**config.mk**
```make
export PLATFORM = sky130hd
export DESIGN_NAME = triangle_edge_stepper_top_flat
export DESIGN_NICKNAME = d
export VERILOG_FILES = /design/src/design/tes_pkg.sv /design/src/design/tes_if.sv /design/src/design/triangle_edge_stepper_top.sv /design/src/flat_wrapper.sv
export SDC_FILE = /design/constraint.sdc
export NUM_CORES = 2
export LEC_CHECK = 0
export BUFFER_PORTS_ARGS = -buffer_cell sky130_fd_sc_hd__buf_2
export CAP_MARGIN = 20
export CORE_MARGIN = 2
export CORE_UTILIZATION = 28
export DETAILED_ROUTE_END_ITERATION = 6
export SLEW_MARGIN = 20
export SYNTH_ARGS = -nofsm -noshare
export SYNTH_HDL_FRONTEND = slang
export SYNTH_SLANG_ARGS = --single-unit
```
**constraint.sdc**
```tcl
create_clock -name i_clk -period 15.1 [get_ports i_clk]
set_input_delay 3.775 -clock i_clk [delete_from_list [all_inputs] [get_ports i_clk]]
set_output_delay 3.775 -clock i_clk [all_outputs]
set_load 0.005 [all_outputs]
```
**src/design/tes_pkg.sv**
```systemverilog
// Shared types, widths and codes for the triangle edge stepper.
`default_nettype none

package tes_pkg;

    localparam int DATA_W    = 32;
    localparam int FRAC_W    = 16;
    localparam int ROW_W     = 16;
    localparam int DIFF_W    = DATA_W + 1;
    localparam int NUM_W     = DIFF_W + FRAC_W;
    localparam int PROD_W    = DATA_W + FRAC_W;
    localparam int CFG_NUM   = 6;
    localparam int CFG_IDX_W = 3;
    localparam int N_INTERP  = 3;
    localparam int CHAN_W    = 2;
    localparam int DIV_STEPS = NUM_W;
    localparam int CNT_W     = $clog2(DIV_STEPS + 1);

    typedef enum logic {
        CMD_SETUP = 1'b0,
        CMD_STEP  = 1'b1
    } t_cmd;

    typedef enum logic [2:0] {
        ST_IDLE,
        ST_DIV,
        ST_SLOPE,
        ST_MUL,
        ST_ACC
    } t_state;

    typedef enum logic [1:0] {
        PH_X,
        PH_GX_XERR,
        PH_GY_YERR,
        PH_GX_SLOPE
    } t_phase;

    typedef struct packed {
        logic                     cmd;
        logic signed [DATA_W-1:0] top_x;
        logic signed [DATA_W-1:0] top_y;
        logic signed [DATA_W-1:0] bottom_x;
        logic signed [DATA_W-1:0] bottom_y;
        logic signed [DATA_W-1:0] top_u_over_z;
        logic signed [DATA_W-1:0] top_v_over_z;
        logic signed [DATA_W-1:0] top_inv_depth;
    } t_in_item;

    typedef struct packed {
        logic signed [DATA_W-1:0] edge_x;
        logic signed [DATA_W-1:0] u_over_z;
        logic signed [DATA_W-1:0] v_over_z;
        logic signed [DATA_W-1:0] inv_depth;
        logic signed [ROW_W-1:0]  first_row;
        logic signed [ROW_W-1:0]  end_row;
    } t_out_item;

    typedef struct packed {
        logic [CFG_IDX_W-1:0]     idx;
        logic signed [DATA_W-1:0] data;
    } t_cfg_item;

endpackage

`default_nettype wire

```
**src/design/tes_if.sv**
```systemverilog
// Valid/ready channel interfaces for setup/step words, result words and register writes.
`default_nettype none

interface tes_in_if;
    logic                valid;
    logic                ready;
    tes_pkg::t_in_item   data;
    modport source (output valid, output data, input ready);
    modport sink   (input valid, input data, output ready);
endinterface

interface tes_out_if;
    logic                valid;
    logic                ready;
    tes_pkg::t_out_item  data;
    modport source (output valid, output data, input ready);
    modport sink   (input valid, input data, output ready);
endinterface

interface tes_cfg_if;
    logic                valid;
    logic                ready;
    tes_pkg::t_cfg_item  data;
    modport source (output valid, output data, input ready);
    modport sink   (input valid, input data, output ready);
endinterface

`default_nettype wire

```
**src/design/triangle_edge_stepper_top.sv**
```systemverilog
// Perspective-correct edge walker: setup with slope division, per-row stepping.
//
//   channel  dir  handshake          word
//   i_in     in   i_in.valid/ready   cmd, vertices, top interpolants
//   o_out    out  o_out.valid/ready  edge x, u/z, v/z, 1/z, first/end row
//   i_cfg    in   i_cfg.valid/ready  register index, 32-bit data
//
// A step word's result is in the output register the next cycle.
// A setup word runs the bit-serial slope divider, then saturates the quotient, then forms
// 10 products on the one 32x32 multiplier, each in a multiply and an accumulate state.
// i_in.ready is low during setup and while an untaken result sits in the output register.
// Reset clears the gradient registers, the edge state and the control; no clearing pass.
`default_nettype none

module triangle_edge_stepper_top (
    input  logic             i_clk,
    input  logic             i_rst_n,
    tes_in_if.sink           i_in,
    tes_out_if.source        o_out,
    tes_cfg_if.sink          i_cfg
);

    localparam int DW = tes_pkg::DATA_W;
    localparam int FW = tes_pkg::FRAC_W;
    localparam int NW = tes_pkg::NUM_W;
    localparam int XW = tes_pkg::DIFF_W;
    localparam int PW = tes_pkg::PROD_W;
    localparam int NI = tes_pkg::N_INTERP;
    localparam int CW = tes_pkg::CHAN_W;

    // control
    tes_pkg::t_state            r_state, n_state;
    tes_pkg::t_phase            r_phase, n_phase;
    logic [CW-1:0]              r_chan, n_chan;
    logic [tes_pkg::CNT_W-1:0]  r_cnt;
    logic                       r_out_valid;

    // configuration and edge state
    logic signed [DW-1:0]       r_cfg [tes_pkg::CFG_NUM];
    logic signed [DW-1:0]       r_cur_x, r_x_step;
    logic signed [DW-1:0]       r_cur_c  [NI];
    logic signed [DW-1:0]       r_step_c [NI];
    logic signed [tes_pkg::ROW_W-1:0] r_row_first, r_row_end;
    logic signed [DW-1:0]       r_slope;

    // setup working registers
    logic [NW-1:0]              r_num;
    logic [XW-1:0]              r_den;
    logic [XW-1:0]              r_rem;
    logic                       r_neg;
    logic signed [DW-1:0]       r_tx;
    logic signed [DW-1:0]       r_top [NI];
    logic [FW-1:0]              r_yerr;
    logic signed [DW-1:0]       r_xerr;
    logic [PW-1:0]              r_prod;
    logic [PW-1:0]              r_acc;

    logic in_acc, out_take, cfg_acc, in_setup, in_step, last_op;
    assign in_acc   = i_in.valid && i_in.ready;
    assign out_take = o_out.valid && o_out.ready;
    assign cfg_acc  = i_cfg.valid && i_cfg.ready;
    assign in_setup = in_acc && (i_in.data.cmd == tes_pkg::CMD_SETUP);
    assign in_step  = in_acc && (i_in.data.cmd == tes_pkg::CMD_STEP);
    assign last_op  = (r_phase == tes_pkg::PH_GX_SLOPE) && (r_chan == CW'(NI - 1));

    // ---------------- setup word decode ----------------
    logic signed [XW-1:0] dx, dy;
    logic [XW-1:0]        dx_mag, dy_mag;
    logic [FW-1:0]        yerr_in;
    logic [FW-1:0]        yerr_bot;
    logic [DW-1:0]        top_ceil, bot_ceil;
    always_comb begin
        dx      = XW'(i_in.data.bottom_x) - XW'(i_in.data.top_x);
        dy      = XW'(i_in.data.bottom_y) - XW'(i_in.data.top_y);
        dx_mag  = dx[XW-1] ? XW'(-dx) : XW'(dx);
        dy_mag  = dy[XW-1] ? XW'(-dy) : XW'(dy);
        yerr_in = FW'(~i_in.data.top_y[FW-1:0]) + FW'(1);
        yerr_bot = FW'(~i_in.data.bottom_y[FW-1:0]) + FW'(1);
        top_ceil = DW'(i_in.data.top_y) + DW'(yerr_in);
        bot_ceil = DW'(i_in.data.bottom_y) + DW'(yerr_bot);
    end

    // ---------------- restoring divider step ----------------
    logic [XW:0]   rem_shift;
    logic          div_ge;
    logic [XW:0]   rem_diff;
    always_comb begin
        rem_shift = {r_rem, r_num[NW-1]};
        div_ge    = rem_shift >= {1'b0, r_den};
        rem_diff  = rem_shift - {1'b0, r_den};
    end

    // saturate and sign the quotient
    logic signed [DW-1:0] slope_fin;
    always_comb begin
        if (r_den == '0) begin
            slope_fin = '0;
        end else if (!r_neg) begin
            if (r_num[NW-1:DW-1] != '0) slope_fin = {1'b0, {(DW-1){1'b1}}};
            else                        slope_fin = DW'(r_num[DW-1:0]);
        end else begin
            if ((r_num[NW-1:DW] != '0) || (r_num[DW-1] && (r_num[DW-2:0] != '0)))
                slope_fin = {1'b1, {(DW-1){1'b0}}};
            else
                slope_fin = DW'(-r_num[DW-1:0]);
        end
    end

    // ---------------- shared multiplier ----------------
    logic [tes_pkg::CFG_IDX_W-1:0] cfg_addr;
    logic signed [DW-1:0]          cfg_rd;
    logic signed [DW-1:0]          mul_a, mul_b;
    logic signed [2*DW-1:0]        mul_full;
    logic                          in_ready;

    // sequencer outputs: handshake and operand selection
    always_comb begin
        in_ready = (r_state == tes_pkg::ST_IDLE) && (!r_out_valid || o_out.ready);
        if (r_state == tes_pkg::ST_ACC || r_phase == tes_pkg::PH_GY_YERR)
            cfg_addr = tes_pkg::CFG_IDX_W'({r_chan, 1'b1});
        else
            cfg_addr = tes_pkg::CFG_IDX_W'({r_chan, 1'b0});
        case (r_phase)
            tes_pkg::PH_X: begin
                mul_a = r_slope;
                mul_b = DW'(r_yerr);
            end
            tes_pkg::PH_GX_XERR: begin
                mul_a = cfg_rd;
                mul_b = r_xerr;
            end
            tes_pkg::PH_GY_YERR: begin
                mul_a = cfg_rd;
                mul_b = DW'(r_yerr);
            end
            default: begin
                mul_a = cfg_rd;
                mul_b = r_slope;
            end
        endcase
    end

    assign cfg_rd   = r_cfg[cfg_addr];
    assign mul_full = mul_a * mul_b;

    logic [PW-1:0] acc_sum;
    assign acc_sum = r_acc + r_prod;

    // ---------------- next state ----------------
    always_comb begin
        n_state = r_state;
        n_phase = r_phase;
        n_chan  = r_chan;
        case (r_state)
            tes_pkg::ST_IDLE: begin
                if (in_setup) n_state = tes_pkg::ST_DIV;
            end
            tes_pkg::ST_DIV: begin
                if (r_cnt == tes_pkg::CNT_W'(tes_pkg::DIV_STEPS - 1))
                    n_state = tes_pkg::ST_SLOPE;
            end
            tes_pkg::ST_SLOPE: begin
                n_state = tes_pkg::ST_MUL;
                n_phase = tes_pkg::PH_X;
                n_chan  = '0;
            end
            tes_pkg::ST_MUL: begin
                n_state = tes_pkg::ST_ACC;
            end
            tes_pkg::ST_ACC: begin
                n_state = last_op ? tes_pkg::ST_IDLE : tes_pkg::ST_MUL;
                case (r_phase)
                    tes_pkg::PH_X:       n_phase = tes_pkg::PH_GX_XERR;
                    tes_pkg::PH_GX_XERR: n_phase = tes_pkg::PH_GY_YERR;
                    tes_pkg::PH_GY_YERR: n_phase = tes_pkg::PH_GX_SLOPE;
                    default: begin
                        n_phase = tes_pkg::PH_GX_XERR;
                        n_chan  = r_chan + CW'(1);
                    end
                endcase
            end
            default: n_state = tes_pkg::ST_IDLE;
        endcase
    end

    // ---------------- control and state registers ----------------
    always_ff @(posedge i_clk) begin
        if (!i_rst_n) begin
            r_state     <= tes_pkg::ST_IDLE;
            r_phase     <= tes_pkg::PH_X;
            r_chan      <= '0;
            r_cnt       <= '0;
            r_out_valid <= 1'b0;
            r_cur_x     <= '0;
            r_x_step    <= '0;
            r_row_first <= '0;
            r_row_end   <= '0;
            for (int i = 0; i < tes_pkg::CFG_NUM; i++) r_cfg[i] <= '0;
            for (int i = 0; i < NI; i++) begin
                r_cur_c[i]  <= '0;
                r_step_c[i] <= '0;
            end
        end else begin
            r_state <= n_state;
            r_phase <= n_phase;
            r_chan  <= n_chan;

            if (cfg_acc && (i_cfg.data.idx < tes_pkg::CFG_IDX_W'(tes_pkg::CFG_NUM)))
                r_cfg[i_cfg.data.idx] <= i_cfg.data.data;

            if (in_setup)                       r_cnt <= '0;
            else if (r_state == tes_pkg::ST_DIV) r_cnt <= r_cnt + tes_pkg::CNT_W'(1);

            if (in_step || (r_state == tes_pkg::ST_ACC && last_op))
                r_out_valid <= 1'b1;
            else if (out_take)
                r_out_valid <= 1'b0;

            // advance the edge x and every interpolant by its increment
            if (in_step) begin
                r_cur_x <= r_cur_x + r_x_step;
                for (int i = 0; i < NI; i++) r_cur_c[i] <= r_cur_c[i] + r_step_c[i];
            end

            if (in_setup) begin
                r_row_first <= tes_pkg::ROW_W'(top_ceil[DW-1:FW]);
                r_row_end   <= tes_pkg::ROW_W'(bot_ceil[DW-1:FW]);
            end

            if (r_state == tes_pkg::ST_SLOPE) r_x_step <= slope_fin;

            if (r_state == tes_pkg::ST_ACC) begin
                case (r_phase)
                    tes_pkg::PH_X:
                        r_cur_x <= r_tx + DW'(r_prod[PW-1:FW]);
                    tes_pkg::PH_GX_XERR: ;
                    tes_pkg::PH_GY_YERR:
                        r_cur_c[r_chan] <= r_top[r_chan] + DW'(acc_sum[PW-1:FW]);
                    default:
                        r_step_c[r_chan] <= cfg_rd + DW'(r_prod[PW-1:FW]);
                endcase
            end
        end
    end

    // ---------------- working registers ----------------
    always_ff @(posedge i_clk) begin
        if (in_setup) begin
            r_num    <= {dx_mag, {FW{1'b0}}};
            r_den    <= dy_mag;
            r_rem    <= '0;
            r_neg    <= dx[XW-1] ^ dy[XW-1];
            r_tx     <= i_in.data.top_x;
            r_yerr   <= yerr_in;
            r_top[0] <= i_in.data.top_u_over_z;
            r_top[1] <= i_in.data.top_v_over_z;
            r_top[2] <= i_in.data.top_inv_depth;
        end
        if (r_state == tes_pkg::ST_DIV) begin
            r_rem <= div_ge ? rem_diff[XW-1:0] : rem_shift[XW-1:0];
            r_num <= {r_num[NW-2:0], div_ge};
        end
        if (r_state == tes_pkg::ST_SLOPE) r_slope <= slope_fin;
        if (r_state == tes_pkg::ST_MUL)   r_prod  <= mul_full[PW-1:0];
        if (r_state == tes_pkg::ST_ACC) begin
            if (r_phase == tes_pkg::PH_X)       r_xerr <= DW'(r_prod[PW-1:FW]);
            if (r_phase == tes_pkg::PH_GX_XERR) r_acc  <= r_prod;
        end
    end

    // ---------------- ports ----------------
    assign i_in.ready  = in_ready;
    assign i_cfg.ready = 1'b1;
    assign o_out.valid = r_out_valid;
    always_comb begin
        o_out.data.edge_x    = r_cur_x;
        o_out.data.u_over_z  = r_cur_c[0];
        o_out.data.v_over_z  = r_cur_c[1];
        o_out.data.inv_depth = r_cur_c[2];
        o_out.data.first_row = r_row_first;
        o_out.data.end_row   = r_row_end;
    end

    // ---------------- assertions ----------------
    a_setup_hides_result: assert property (@(posedge i_clk) disable iff (!i_rst_n)
        in_setup |=> !r_out_valid)
        else $error("result shown while setup is running");

    a_step_one_cycle: assert property (@(posedge i_clk) disable iff (!i_rst_n)
        in_step |=> r_out_valid)
        else $error("step result missing the cycle after the step word");

    a_flat_edge_slope: assert property (@(posedge i_clk) disable iff (!i_rst_n)
        (r_state == tes_pkg::ST_SLOPE && r_den == '0) |=> (r_x_step == '0))
        else $error("horizontal edge got a nonzero slope");

    a_no_accept_on_stall: assert property (@(posedge i_clk) disable iff (!i_rst_n)
        (r_out_valid && !o_out.ready) |-> !i_in.ready)
        else $error("word accepted while result is stalled");

    a_busy_not_ready: assert property (@(posedge i_clk) disable iff (!i_rst_n)
        (r_state != tes_pkg::ST_IDLE) |-> (!i_in.ready && !r_out_valid))
        else $error("ready or result valid during setup");

endmodule

`default_nettype wire

```
**src/flat_wrapper.sv**
```systemverilog
// flat-port wrapper written by rule: the top's interface ports become plain ports
module triangle_edge_stepper_top_flat 
  (i_clk, i_rst_n, i_in_valid, i_in_data, i_in_ready, o_out_valid, o_out_data, o_out_ready, i_cfg_valid, i_cfg_data, i_cfg_ready);
  tes_in_if i_in_i ();
  tes_out_if o_out_i ();
  tes_cfg_if i_cfg_i ();
  input  logic i_clk;
  input  logic i_rst_n;
  input wire logic [$bits(i_in_i.valid)-1:0] i_in_valid;
  input wire logic [$bits(i_in_i.data)-1:0] i_in_data;
  output wire logic [$bits(i_in_i.ready)-1:0] i_in_ready;
  output wire logic [$bits(o_out_i.valid)-1:0] o_out_valid;
  output wire logic [$bits(o_out_i.data)-1:0] o_out_data;
  input wire logic [$bits(o_out_i.ready)-1:0] o_out_ready;
  input wire logic [$bits(i_cfg_i.valid)-1:0] i_cfg_valid;
  input wire logic [$bits(i_cfg_i.data)-1:0] i_cfg_data;
  output wire logic [$bits(i_cfg_i.ready)-1:0] i_cfg_ready;
  assign i_in_i.valid = i_in_valid;
  assign i_in_i.data = i_in_data;
  assign i_in_ready = i_in_i.ready;
  assign o_out_valid = o_out_i.valid;
  assign o_out_data = o_out_i.data;
  assign o_out_i.ready = o_out_ready;
  assign i_cfg_i.valid = i_cfg_valid;
  assign i_cfg_i.data = i_cfg_data;
  assign i_cfg_ready = i_cfg_i.ready;
  triangle_edge_stepper_top u_core (.i_clk(i_clk), .i_rst_n(i_rst_n), .i_in(i_in_i), .o_out(o_out_i), .i_cfg(i_cfg_i));
endmodule
```
# [After elaboration in Yosys (flattened, before gate mapping)]
# Memory sizes are Yosys's and may differ from the RTL's. A register that Yosys moved wholly into a read port is not among the register bits.
# Cells that the tools add are included.
[totals] in_bits=265 regBits=434 wordCells=158 memories=4 out_inout_bits=163 ram_bits=480
[classes] multipliers=1 eq_ne=12 bitwise_logic=8 addsub=20 magnitude_cmp=2 reduce_logical=33 muxes=58
[memory_table] memory="u_core.r_cfg" words=6 width=32 rd=1 rd_clocked_by_memory_dff=0 write_ports=6 line_no="triangle_edge_stepper_top.sv:39" source="logic signed [DW-1:0] r_cfg [tes_pkg::CFG_NUM];"
[memory_table] memory="u_core.r_cur_c" words=3 width=32 rd=3 rd_clocked_by_memory_dff=0 write_ports=3 line_no="triangle_edge_stepper_top.sv:41" source="logic signed [DW-1:0] r_cur_c [NI];"
[memory_table] memory="u_core.r_step_c" words=3 width=32 rd=3 rd_clocked_by_memory_dff=0 write_ports=3 line_no="triangle_edge_stepper_top.sv:42" source="logic signed [DW-1:0] r_step_c [NI];"
[memory_table] memory="u_core.r_top" words=3 width=32 rd=1 rd_clocked_by_memory_dff=1 write_ports=3 line_no="triangle_edge_stepper_top.sv:52" source="logic signed [DW-1:0] r_top [NI];"
[op_table] operator="32-bit 2-to-1 mux" count=15
[op_table] operator="32-bit adder" count=7
[op_table] operator="33-bit 2-to-1 mux" count=4
[op_table] operator="49-bit 2-to-1 mux" count=2
[op_table] operator="32-bit OR reduction" count=3
[op_table] operator="33-bit negation" count=2
[op_table] operator="32-bit by 32-bit subtractor with 33-bit output" count=2
[op_table] operator="32-bit by 16-bit adder with 32-bit output" count=2
[op_table] operator="32-bit one-hot mux with 2 select lines" count=1
[op_table] operator="48-bit adder" count=1
[op_table] operator="32-bit by 32-bit multiplier with 48-bit output" count=1
[op_table] operator="34-bit by 33-bit >= comparator with 1-bit output" count=1
[op_table] operator="33-bit zero test" count=1
[op_table] operator="33-bit subtractor" count=1
[op_table] operator="16-bit by 1-bit adder with 16-bit output, second input constant" count=2
[op_table] operator="32-bit negation" count=1
[op_table] operator="16-bit NOT" count=2
[op_table] operator="31-bit nonzero test" count=1
[op_table] operator="1-bit 2-to-1 mux" count=23
[op_table] operator="18-bit nonzero test" count=1
[op_table] operator="17-bit nonzero test" count=1
[op_table] operator="3-bit one-hot mux with 5 select lines" count=1
[op_table] operator="2-bit 2-to-1 mux" count=6
[op_table] operator="2-bit one-hot mux with 2 select lines" count=3
[op_table] operator="other kinds (24)" count=50

# [Depth between registers and ports, before layout]
[logic_depth] ltp_word=10 mapped_depth=38 depth_no_buf=34

# [Worst setup path after synthesis]
# No wires, ideal clock.
[synth_path] path_kind="reg2reg" from="reg u_core.r_phase[0]" to="reg u_core.r_prod[43] (data pin)" path_buffers=4 arrival_ns=10.417 setup_slack_ns=4.488 stages_incl_launch_ff=37 setup_time_ns=0.195 required_ns=14.905 path_cell_list="dfxtp_1 clkinv_1 clkbuf_1 ha_1 nor2_2 clkbuf_1 buf_1 mux4_2 nand2_1 nand2_1 mux2i_1 clkbuf_1 nor2_1 fa_1 fa_1 fa_1 inv_1 fa_1 inv_1 fa_1 inv_1 fa_1 inv_1 fa_1 fa_1 ha_1 a21o_1 a21oi_1 a211oi_1 a211o_1 a31o_2 o21ai_0 a21oi_1 o31ai_1 a211oi_1 nand2b_1 o311ai_0"
[synth_via] elab_chain_cells=6 elab_cells_between_ends=10 cone_classes="mul: 1; eq/ne: 2; mux: 3; reduce/logical: 3; memory: 1"
[synth_rtl] item="from (decl)" line_no="triangle_edge_stepper_top.sv:33" source="tes_pkg::t_phase r_phase, n_phase;"
[synth_rtl] item="from (signal assigned)" line_no="triangle_edge_stepper_top.sv:190" source="r_phase <= tes_pkg::PH_X;"
[synth_rtl] item="from (signal assigned)" line_no="triangle_edge_stepper_top.sv:205" source="r_phase <= n_phase;"
[synth_rtl] item="2-bit equality test" line_no="triangle_edge_stepper_top.sv:119, triangle_edge_stepper_top.sv:123"
[synth_rtl] item="1-bit logical OR" line_no="triangle_edge_stepper_top.sv:119" source="if (r_state == tes_pkg::ST_ACC || r_phase == tes_pkg::PH_GY_YERR)"
[synth_rtl] item="1-bit 2-to-1 mux" line_no="triangle_edge_stepper_top.sv:119"
[synth_rtl] item="memory 6 x 32 bit"
[synth_rtl] item="32-bit 2-to-1 mux" line_no="triangle_edge_stepper_top.sv:123" source="case (r_phase)"
[synth_rtl] item="32-bit by 32-bit multiplier with 48-bit output (*)" line_no="triangle_edge_stepper_top.sv:144" source="assign mul_full = mul_a * mul_b;"
[synth_rtl] item="named net u_core.mul_full[43]" line_no="triangle_edge_stepper_top.sv:113" source="logic signed [2*DW-1:0] mul_full;"
[synth_rtl] item="to (signal assigned)" line_no="triangle_edge_stepper_top.sv:264" source="if (r_state == tes_pkg::ST_MUL) r_prod <= mul_full[PW-1:0];"
[synth_rtl] item="to (decl)" line_no="triangle_edge_stepper_top.sv:55" source="logic [PW-1:0] r_prod;"
# The timed path passes the listed nets; every way through them passes the cells marked *.
# A chain may end at the register's enable or synchronous reset.

# [Final worst setup path]
# Same ends and word-level chain as after synthesis.

==> impl_metrics.json <==
{
  "cp_max_fo": 18,
  "placementRows": 204,
  "cellPowerDensity_mw_per_mm2": 125,
  "synth-adder-area-share_pct": 27.7,
  "place_inst": 13300,
  "core_sq_mm": 0.309,
  "dr_total_vias": 67800,
  "crit_top_cell": "fa_1",
  "synthDistinctLibCells": 102,
  "syn_to_final_growth_pct": 12.8,
  "synth_edf_count": 868,
  "setup_viol": 0,
  "status": "finished clean",
  "critPathLaunchType": "register",
  "cp-end-kind": "register",
  "drtAntennaViolNets": 0,
  "stdcell_count": 13500,
  "synth_ff_type": "edfxtp_1",
  "peakVddDrop_uv": 183,
  "final_nets": 10900,
  "switching_share_pct": 40.1,
  "synth-compound-area-share_pct": 11.7,
  "placed_area_sq_mm": 0.0947,
  "numPortBuffers": 426,
  "cap_violations": 0,
  "crit_type": "register to register",
  "fin_util_pct": 31.7,
  "r2r_start": "u_core.r_phase[0]",
  "syn_area_sq_mm": 0.0870,
  "synth_xor_area_share_pct": 4.90,
  "slew_headroom_pct": 14.3,
  "synth_top_area_share_pct": 30.0,
  "max_freq_ghz": 0.0826,
  "yosys.area.top_type": "edfxtp_1",
  "hpwl_mm": 228,
  "cpMaxStageDelayCell": "mux2i_4",
  "grt_pass1_wl_mm": 430,
  "hp-start": "u_core.r_prod[12]",
  "slew_viol_final": 0,
  "multiInputGateArea_sq_mm": 0.0539,
  "cts_tree": "built",
  "via_per_inst": 5.04,
  "grt_overflow_total": 0,
  "htree_levels": 3,
  "ys_seq_area_share_pct": 32.5,
  "synth_cells": 8848,
  "synth_area_leaders": "edfxtp_1 (30%), fa_1 (20%), ha_1 (8.2%)",
  "drc_errors": 0,
  "stdcell_area_sq_mm": 0.0981,
  "async_flop_share_pct": 0,
  "first_global_vias": 65900,
  "p_seq_share_pct": 28.3,
  "syn_avg_cell_area_sq_um": 9.83,
  "crit_path_max_incr_delay_ps": 790,
  "p_comb_share_pct": 49.9,
  "initial_utilization_pct": 28.2,
  "cp.arrival_ps": 12610,
  "synthSimpleGateAreaFrac_pct": 13.8,
  "rsz0062_at_grt": "false",
  "internal-power_mw": 7.32,
  "cts_buffers": 100,
  "power_leakage_nw": 41.9,
  "fin_crit_ps": 12100,
  "fp.dieH_um": 561,
  "clk_pin_slew_ps": 70,
  "clkLatencyLatePin_ps": 740,
  "synth_top_family_by_area": "adder cells",
  "cts_hold_buf": 0,
  "antenna_found_initial": 23,
  "ys_warn_count": 0,
  "grt_max_degree": 99,
  "wl_per_cell_um": 21.6,
  "cp.required_ps": 15610,
  "cts.path.max_buffers": 3,
  "drt_first_iter_violations": 6633,
  "switchingPower_mw": 4.90,
  "finalHoldViolations": 0,
  "fp.dieArea_sq_mm": 0.315,
  "r2r_setup_slack_ps": 3000,
  "clkSinkCount": 980,
  "worst_pin_slew_ps": 1280,
  "track_usage_pct": 18.1,
  "hold_path.class": "register to register",
  "finalClockSkew_ps": 60.1,
  "layout-drive-gt1-share_pct": 10.6,
  "muxShareOfSynthArea_pct": 3.25,
  "fill_cells": 31900,
  "clockRootBuffer": "clkbuf_16",
  "setup_tns_ps": 0,
  "finalCritPeriodShare_pct": 80.1,
  "post_cts_resize_count": 0,
  "crit_start": "u_core.r_phase[0]",
  "clkPwrFrac_pct": 21.8,
  "pin_count": 428,
  "dr.pass1.iters": 6,
  "gp_congestion": 0.959,
  "die_x_um": 561,
  "cts_setup_buffers": 0,
  "ys_ff_latch": 980,
  "wl_mm": 291,
  "seqCellArea_sq_mm": 0.0283
}
-- power by group through the flow --
stage	clock network, mW	registers [mW]	logic (mW)
floorplan	0	3.48	4.35
global placement	0	3.51	5.97
detailed placement	0	3.51	6.02
CTS	2.70	3.46	6.05
global route	2.80	3.47	6.68
finish	2.66	3.46	6.10
-- cell usage in the layout (no fill, tap or decap), types with 16 or more instances in the layout --
cell	n
o211ai_1	34
a211oi_1	79
or3_1	37
nand2b_1	70
clkbuf_16	101
nor4_1	38
mux4_2	63
nor3_1	108
and3_1	89
a21o_1	163
nand2_1	1040
nor2b_1	56
buf_4	158
a311oi_1	24
dfxtp_1	110
o21ai_0	318
o21a_1	87
buf_2	426
o22ai_1	53
conb_1	65
clkinv_2	17
nand3_1	104
o31ai_1	29
fa_1	849
a22oi_1	21
inv_1	1060
nor2_1	1024
a31oi_1	44
ha_1	569
mux2_2	53
o21bai_1	57
nand4_1	36
a21oi_1	468
and2_1	38
or4_1	16
edfxtp_1	868
xnor2_1	306
mux2i_1	67
xor2_1	181
or2_2	27
-- final cells by class --
type	count	area share (%)
timing repair buffer	584	3.38
antenna	4	0.0102
multi-input combinational	6522	54.9
tap	4120	5.25
clock inverter	60	0.760
clock buffer	125	2.76
sequential	980	28.8
inverter	1066	4.09
-- worst max-delay path: cells and delay by family, from the launching register on --
kind	cells	cell delay, ps
adders and majority gates	10	4900
muxes	2	1320
DFF	1	420
AOI/OAI and AO/OA	10	2840
buffers and inverters	6	1230
and+or+nand+nor	5	1200
-- kinds of logic after synthesis --
| family | count (synthesis) |
|---|---|
| AOI/OAI and AO/OA | 1594 |
| xor gates and xnor gates | 487 |
| adders and majority gates | 1420 |
| buffers and inverters | 1409 |
| DFF | 980 |
| muxes | 197 |
| other | 2 |
| and+or+nand+nor | 2759 |
-- state kept, by name, summed over array words and instances (netlist names), 2 cells and up, named ones only --
register            flops
u_core.r_state          3
u_core.r_yerr          16
u_core.r_xerr          32
u_core.r_prod          48
u_core.r_rem           33
u_core.r_row_first     16
u_core.r_phase          2
u_core.r_cur_x         32
u_core.r_cnt            6
u_core.r_chan           2
u_core.r_acc           48
u_core.r_num           49
u_core.r_top           96
u_core.r_slope         32
u_core.r_den           33
u_core.r_cfg          256
u_core.r_x_step        32
u_core.r_tx            32
u_core.r_step_c        96
u_core.r_row_end       16
u_core.r_cur_c         96
-- cell usage after synthesis, types with 27 or more instances --
master and number:
nor2_1 1025, clkbuf_1 301, xor2_1 181, a21o_1 163, nand2_1 1044, o22ai_1 53
o21bai_1 57, a31oi_1 45, nor2b_1 57, nand2b_1 71, mux2i_1 81, edfxtp_1 868
or2_2 27, or3_1 37, buf_1 37, o21a_1 87, ha_1 571, o211ai_1 34
a211oi_1 79, inv_1 1063, mux2_2 53, nor3_1 108, o21ai_0 327, o31ai_1 29
nand3_1 106, mux4_2 63, a21oi_1 472, fa_1 849, and3_1 89, nor4_1 39
nand4_1 36, and2_1 41, xnor2_1 306, dfxtp_1 112
-- stage by stage --
| step | power (mW) | worst slack (ps) | hold WS (ps) |
|---|---|---|---|
| after floorplan | 7.83 | 4490 | 427 |
| after global placement | 9.48 | 3280 | 439 |
| after detailed placement | 9.54 | 3150 | 444 |
| after CTS | 12.2 | 3120 | 434 |
| after global routing | 13.0 | 2430 | 465 |
| final | 12.2 | 3000 | 440 |
-- routing by layer --
layer	wire (um)	track usage (%)	vias up
met5	233	0	-
met4	11000	5.91	14
met3	29400	4.57	547
met2	128000	28.2	2915
met1	123000	24.5	33600
li1	-	-	30700
-- final timing paths --
kind / end / cells past startpoint
max reg2reg: u_core.r_prod[43] / 33
max: u_core.r_prod[43] / 33
min reg2reg: u_core.r_acc[12] / 0
min: u_core.r_acc[12] / 0
Note: power is estimated with default switching activity, not from simulation.
